File: src/rtl/lsrc_pkg.sv
// shared types, constants and outcode function for the segment clipper
package lsrc_pkg;

  localparam int COORD_BITS = 32;
  localparam int DIFF_BITS  = COORD_BITS + 1;
  localparam int PROD_BITS  = 64;
  localparam int ADDR_BITS  = 4;
  localparam int MAX_PASSES = 4;
  localparam int PASS_BITS  = 3;

  localparam logic [3:0] OC_INSIDE = 4'h0;
  localparam logic [3:0] OC_LEFT   = 4'h1;
  localparam logic [3:0] OC_RIGHT  = 4'h2;
  localparam logic [3:0] OC_BOTTOM = 4'h4;
  localparam logic [3:0] OC_TOP    = 4'h8;

  localparam logic [1:0] REG_A_X = 2'd0;
  localparam logic [1:0] REG_A_Y = 2'd1;
  localparam logic [1:0] REG_B_X = 2'd2;
  localparam logic [1:0] REG_B_Y = 2'd3;

  typedef logic signed [COORD_BITS-1:0] coord_t;

  typedef struct packed {
    coord_t start_x;
    coord_t start_y;
    coord_t end_x;
    coord_t end_y;
  } in_t;

  typedef struct packed {
    logic [1:0] point_count;
    coord_t     first_x;
    coord_t     first_y;
    coord_t     second_x;
    coord_t     second_y;
  } out_t;

  typedef enum logic [2:0] {
    ST_IDLE, ST_CODE, ST_SETUP, ST_MUL, ST_ABS, ST_DIV, ST_FIN, ST_DONE
  } state_t;

  function automatic logic [3:0] outcode(coord_t x, coord_t y, coord_t l, coord_t r,
                                         coord_t b, coord_t t);
    logic [3:0] c;
    c = OC_INSIDE;
    if (x < l) c = c | OC_LEFT;
    else if (x > r) c = c | OC_RIGHT;
    if (y < b) c = c | OC_BOTTOM;
    else if (y > t) c = c | OC_TOP;
    return c;
  endfunction

endpackage

File: src/rtl/lsrc_div.sv
// unsigned restoring divider, two quotient bits per cycle
module lsrc_div import lsrc_pkg::*; #(
  parameter int NUM_BITS = PROD_BITS,
  parameter int DEN_BITS = DIFF_BITS
) (
  input  logic                clk,
  input  logic                rst_n,
  input  logic                start,
  input  logic [NUM_BITS-1:0] num,
  input  logic [DEN_BITS-1:0] den,
  output logic [NUM_BITS-1:0] quo,
  output logic                done
);

  localparam int REM_BITS = DEN_BITS + 1;
  localparam int STEPS    = NUM_BITS / 2;
  localparam int CNT_BITS = $clog2(STEPS);
  localparam logic [CNT_BITS-1:0] LAST = CNT_BITS'(STEPS - 1);

  logic [REM_BITS-1:0] rem_r;
  logic [NUM_BITS-1:0] quo_r;
  logic [DEN_BITS-1:0] den_r;
  logic [CNT_BITS-1:0] cnt_r;
  logic                busy_r;
  logic                done_r;
  logic [REM_BITS+NUM_BITS-1:0] s1, s2;

  function automatic logic [REM_BITS+NUM_BITS-1:0] step(logic [REM_BITS-1:0] rm,
                                                        logic [NUM_BITS-1:0] qu,
                                                        logic [DEN_BITS-1:0] dv);
    logic [REM_BITS-1:0] tr;
    logic                bit_q;
    tr = {rm[REM_BITS-2:0], qu[NUM_BITS-1]};
    bit_q = (tr >= {1'b0, dv});
    if (bit_q) tr = tr - {1'b0, dv};
    return {tr, qu[NUM_BITS-2:0], bit_q};
  endfunction

  always_comb begin
    s1 = step(rem_r, quo_r, den_r);
    s2 = step(s1[REM_BITS+NUM_BITS-1:NUM_BITS], s1[NUM_BITS-1:0], den_r);
  end

  always_ff @(posedge clk) begin
    if (!rst_n) begin
      busy_r <= 1'b0;
      done_r <= 1'b0;
      cnt_r  <= '0;
    end else begin
      done_r <= 1'b0;
      if (start) begin
        busy_r <= 1'b1;
        cnt_r  <= '0;
      end else if (busy_r) begin
        cnt_r <= cnt_r + 1'b1;
        if (cnt_r == LAST) begin
          busy_r <= 1'b0;
          done_r <= 1'b1;
        end
      end
    end
  end

  always_ff @(posedge clk) begin
    if (start) begin
      rem_r <= '0;
      quo_r <= num;
      den_r <= den;
    end else if (busy_r) begin
      rem_r <= s2[REM_BITS+NUM_BITS-1:NUM_BITS];
      quo_r <= s2[NUM_BITS-1:0];
    end
  end

  assign quo  = quo_r;
  assign done = done_r;

endmodule

File: config.mk
export PLATFORM = sky130hd
export DESIGN_NAME = lsrc_div
export DESIGN_NICKNAME = d
export VERILOG_FILES = /design/src/rtl/lsrc_pkg.sv /design/src/rtl/lsrc_div.sv
export SDC_FILE = /design/constraint.sdc
export NUM_CORES = 1
export LEC_CHECK = 0
export BUFFER_PORTS_ARGS = -buffer_cell sky130_fd_sc_hd__buf_2
export CAP_MARGIN = 0
export CORE_ASPECT_RATIO = 0.7
export CORE_MARGIN = 5
export CORE_UTILIZATION = 36
export DETAILED_ROUTE_END_ITERATION = 16
export SYNTH_ARGS = -nofsm -noshare
export SYNTH_HDL_FRONTEND = slang
export SYNTH_SLANG_ARGS = --single-unit
File: constraint.sdc
create_clock -name clk -period 7.3 [get_ports clk]
set_clock_uncertainty 0.15 [all_clocks]
set_input_delay 0.365 -clock clk [delete_from_list [all_inputs] [get_ports clk]]
set_output_delay 0.365 -clock clk [all_outputs]
set_load 0.01 [all_outputs]
Yosys cells after proc, flatten, opt, wreduce, memory -nomap -nowiden
Index checks and enable logic that the tools add are counted.

storage, ports and cells
  flip-flop bits (word level) = 137
  input port bits = 100

cells by class
  $add $sub $neg = 3
  reduce and logical (&&, ||, !) cells = 3
  multiplexer cells = 8
  equal/unequal tests = 1
  bitwise gates (word level) = 2
  $lt $le $gt $ge = 2

operators with widths
  kind                                                            number
  64-bit two-way mux                                              2
  34-bit by 33-bit greater-or-equal comparator with 1-bit output  2
  33-bit two-way mux                                              2
  33-bit subtractor                                               2
  5-bit by 1-bit adder with 5-bit output, second input constant   1
  5-bit equality test, second input constant                      1
  1-bit two-way mux                                               4
  3-bit OR reduction                                              1
  1-bit NOT                                                       2
  2-bit nonzero test                                              1
  2-bit OR reduction                                              1

Longest topological paths before layout
  word-level depth = 5
  depth in mapped cells = 27
  mapped depth without buffers = 23

Worst setup path before layout
OpenSTA, ideal clock, no wires.

  kind = reg2reg
  start point = register quo_r[63], in the netlist quo[63]
  end point = register quo_r[0], in the netlist quo[0], data pin
  slack = 1.349 ns
  buffers on the path = 4
  library setup time = 0.260 ns
  cell stages (with the launch flop) = 26
  arrival time = 5.541 ns
  data required time = 6.890 ns
  cells stage by stage = edfxtp_1 > inv_1 > ha_1 > inv_1 > fa_1 > a21oi_1 > o211ai_1 > or3b_4 > a21oi_4 > o221ai_2 > a211oi_4 > buf_2 > buf_2 > o21ai_0 > fa_1 > a211oi_1 > nor4_1 > nor3_1 > o211ai_1 > a21oi_1 > a211o_1 > o41ai_2 > or2_1 > buf_4 > buf_2 > mux2_2

between the ends
  cells in the longest elaborated chain, start to end = 5
  elaborated cells between the ends (all ways) = 6
  those cells by class = add/sub (1); order compare (2); mux (3)

ends and longest elaborated chain
  element                                                                                              RTL line                        text
  start, declared                                                                                      lsrc_div.sv:21                  logic [NUM_BITS-1:0] quo_r;
  start signal, assigned                                                                               lsrc_div.sv:67                  quo_r <= num;
  start signal, assigned                                                                               lsrc_div.sv:71                  quo_r <= s2[NUM_BITS-1:0];
  33-bit subtractor or 34-bit by 33-bit greater-or-equal comparator with 1-bit output (tied branches)  lsrc_div.sv:35, lsrc_div.sv:34
  33-bit two-way mux (*)                                                                               lsrc_div.sv:35                  if (bit_q) tr = tr - {1'b0, dv};
  34-bit by 33-bit greater-or-equal comparator with 1-bit output (*)                                   lsrc_div.sv:34                  bit_q = (tr >= {1'b0, dv});
  64-bit two-way mux (*)                                                                               lsrc_div.sv:69                  end else if (busy_r) begin
  64-bit two-way mux (*)                                                                               lsrc_div.sv:65                  if (start) begin

Every way passes the cells marked *; elsewhere a longest branch is shown, timed or not. The select of a mux whose other input is x is not followed.
A chain may end at the register's enable or synchronous reset.

Worst setup path in the final report
Same ends and word-level chain as after synthesis.

==> impl_metrics.env <==
export IMPL_swShare=0.4331
export IMPL_synth_cells=1042
export IMPL_ant_nets=0
export IMPL_die_x_um=207.8
export IMPL_vias=8061
export IMPL_nets=1338
export IMPL_clk_pin_slew_worst_paths_ps=60
export IMPL_cts_setup_buffers=0
export IMPL_grt_max_degree=67
export IMPL_dpl_cell_area_um2=10590
export IMPL_slew_viol_final=0
export IMPL_via_per_inst=5.221
export IMPL_cp_end_kind="flip-flop"
export IMPL_worst_ep_required_time_ps=7330
export IMPL_crit_end="quo[0]$_DFFE_PP_"
export IMPL_fin_crit_ps=6612
export IMPL_synth_flop_cell="edfxtp_1"
export IMPL_status="finished, final reports clean"
export IMPL_hold_path_class="primary input to flip-flop"
export IMPL_grt_pass1_wl_um=43480
export IMPL_clockPowerShare=0.189
export IMPL_htree_levels=4
export IMPL_design_area_um2=11470
export IMPL_synthesis_area_um2=9862
export IMPL_startpoint_type="flip-flop"
export IMPL_combPwrFrac=0.568
export IMPL_portBuffers=164
export IMPL_grt_antenna_before_repair=0
export IMPL_final_setup_viol_count=0
export IMPL_syn_area_per_cell_um2=9.464
export IMPL_p_seq_frac=0.243
export IMPL_max_cap_viol_count=0
export IMPL_insertion_delay_ps=440
export IMPL_io_pins=165
export IMPL_cts_max_path_buffers=2
export IMPL_numCtsBuffers=17
export IMPL_tns_ps=0
export IMPL_cts_resized=0
export IMPL_synth_nets=1212
export IMPL_drive_gt1_frac=0.2432
export IMPL_drt_iter0_markers=501
export IMPL_hold_viol_final=0
export IMPL_areaGrowthSynthToFinish_pct=16.32
export IMPL_ys_ff_latch=137
export IMPL_cts_root_buf="clkbuf_16"
export IMPL_power_leakage_nw=4.793
export IMPL_r2r_end="quo[0]$_DFFE_PP_"
export IMPL_ys_types=64
export IMPL_clock_fmax_ghz=0.1512
export IMPL_cts_tree="yes"
export IMPL_relSlewSlack=0.4464
export IMPL_p_sw_mw=1.858
export IMPL_path_class="flip-flop to flip-flop"
export IMPL_r2r_cells=24
export IMPL_dp_final_hpwl_um=20820
export IMPL_yosysSeqAreaShare=0.3766
export IMPL_num_rows=50
export IMPL_die_area_um2=30860
export IMPL_core_area_um2=26840
export IMPL_yosys_warnings=0
export IMPL_r2r_start="quo[63]$_DFFE_PP_"
export IMPL_grt_setup_unrepaired="no"
export IMPL_start_util=0.3675
export IMPL_diodes=0
export IMPL_grt_overflow_total=0
export IMPL_die_height_um=148.5
export IMPL_grt_use_total=0.1752
export IMPL_crit_arrival_ps=6640
export IMPL_internal_power_mw=2.432
export IMPL_worst_pin_slew_ps=830.3
export IMPL_critPathLaunch="quo[63]$_DFFE_PP_"
export IMPL_grt_pass1_vias=7895
export IMPL_drt_first_pass_iters=5
export IMPL_hold_ws_ps=78.41
export IMPL_period_share=0.9058
export IMPL_synthArstFlopShare=0
export IMPL_fillCellCount=2650
export IMPL_synth_edf_count=97
export IMPL_p_per_area_nw_per_um2=374.0
export IMPL_wire_per_inst_um=17.60
export IMPL_drt_drc_violations_left=0
export IMPL_gp_congestion=0.8708
export IMPL_peakVddDrop_v=0.0002317
export IMPL_rrSetupSlack_ps=690
export IMPL_worst_path_max_fanout=23
export IMPL_cts_sinks=137
export IMPL_routed_wl_um=27170
## layout by cell type, fill, tap and decap left out, drive strengths merged, types with 14 or more instances in the layout
cell type / count
ha: 68
dlygate4sd3: 34
a21oi: 72
buf: 177
o21ai: 69
nand2: 91
edfxtp: 97
mux2: 70
nand3: 25
xor2: 20
a21o: 23
nor2: 73
inv: 53
clkbuf: 21
o21a: 14
xnor2: 38
a211oi: 26
dfxtp: 40
## power groups by stage
stage	logic [mW]	registers [mW]	clock network [mW]
after floorplan	1.87	1.03	0
after global placement	2.38	1.06	0
after detailed placement	2.37	1.06	0
after CTS	2.41	1.04	0.836
after global routing	2.69	1.06	0.872
final	2.44	1.04	0.813
## cell usage after synthesis (14+ instances only)
library cell  number  area (um^2)
clkbuf_1          29        108.9
inv_1             53        198.9
nor2_1            73        274.0
o21a_1            14        105.1
nand3_1           25        125.1
a21oi_1           70        350.3
buf_4             64        480.5
edfxtp_1          97         2913
dfxtp_1           40        800.8
nand2_1           91        341.6
a21o_1            23        172.7
mux2_2            70        788.3
o21ai_0           69        345.3
xor2_1            20        175.2
ha_1              68        850.8
a211oi_1          25        187.7
xnor2_1           38        332.8
## how the worst min path moves through the flow
stage | cells after the start | start | to | slack (ps)
5_1_grt | 2 | num[59] | quo[59]$_DFFE_PP_ | 70
6_report | 2 | num[20] | quo[20]$_DFFE_PP_ | 80
2_1_floorplan | 0 | den[0] | den_r[0]$_DFFE_PP_ | 310
4_1_cts | 2 | num[20] | quo[20]$_DFFE_PP_ | 60
3_5_place_dp | 2 | cnt_r[4]$_SDFFE_PP0P_ | cnt_r[4]$_SDFFE_PP0P_ | 350
3_3_place_gp | 2 | cnt_r[4]$_SDFFE_PP0P_ | cnt_r[4]$_SDFFE_PP0P_ | 330
## area by class of cell
| cell class | instances | area (um^2) | area share |
|---|---|---|---|
| clock buffer | 21 | 460.4 | 0.04014 |
| clock inverter | 10 | 80.08 | 0.006981 |
| inverter | 54 | 202.7 | 0.01767 |
| multi-input combinational | 747 | 5296 | 0.4617 |
| sequential | 137 | 3715 | 0.3238 |
| tap | 364 | 455.4 | 0.03970 |
| timing repair buffer | 211 | 1261 | 0.1099 |
## metal layers
layer / track usage / share of wire / vias up / wire, um
met1: 0.2558 / 0.50 / 3826 / 13540
met4: 0.03479 / 0.0088 / 0 / 238
met2: 0.2585 / 0.43 / 213 / 11640
met3: 0.05144 / 0.064 / 21 / 1748
li1: - / - / 4001 / -
met5: 0 / 0 / - / 0
## worst max-delay path, stage by stage, from the launching register on
cell and delay (ps):
edfxtp_1 410, inv_1 80, ha_1 160, inv_1 60, fa_1 410, a21oi_1 230
o211ai_1 170, or3b_4 460, a21oi_4 230, o221ai_2 160, a211oi_4 280, buf_4 290
buf_4 290, o21ai_0 160, ha_1 380, a21oi_1 320, o2111ai_1 160, nor3_1 370
o211ai_1 180, a21oi_1 290, a211o_1 190, o41ai_2 110, or2_1 240, buf_4 250
mux2_2 300
## state kept, by name, summed over array words and instances (netlist names)
register,cells
den_r,33
quo,64
busy_r,1
done,1
cnt_r,5
rem_r,33
## metrics by stage
stage,setup WS (ps),utilization,total power [mW],instances
after CTS,811.6,0.4274,4.286,1544
after global routing,206.3,0.4274,4.619,1544
final,687.8,0.4274,4.290,1544
after detailed placement,846.5,0.3946,3.427,1479
after floorplan,1349,-,2.897,1042
after global placement,1014,0.3946,3.435,1479
## logic make-up after synthesis
kind of cell | after synthesis | synth area share
DFF | 137 | 0.3766
muxes | 83 | 0.09312
and+or+nand+nor | 259 | 0.1194
adders and majority gates | 70 | 0.09033
xor gates and xnor gates | 58 | 0.05151
buffers and inverters | 158 | 0.08665
AOI/OAI and AO/OA | 277 | 0.1824
## repair_timing
action / 4_1_cts / 5_1_grt
endpoints found under the hold margin: 34 / 0
hold buffers: 34 / 0
endpoints found under the setup margin: 0 / 0
(Power assumes the default switching activity.)
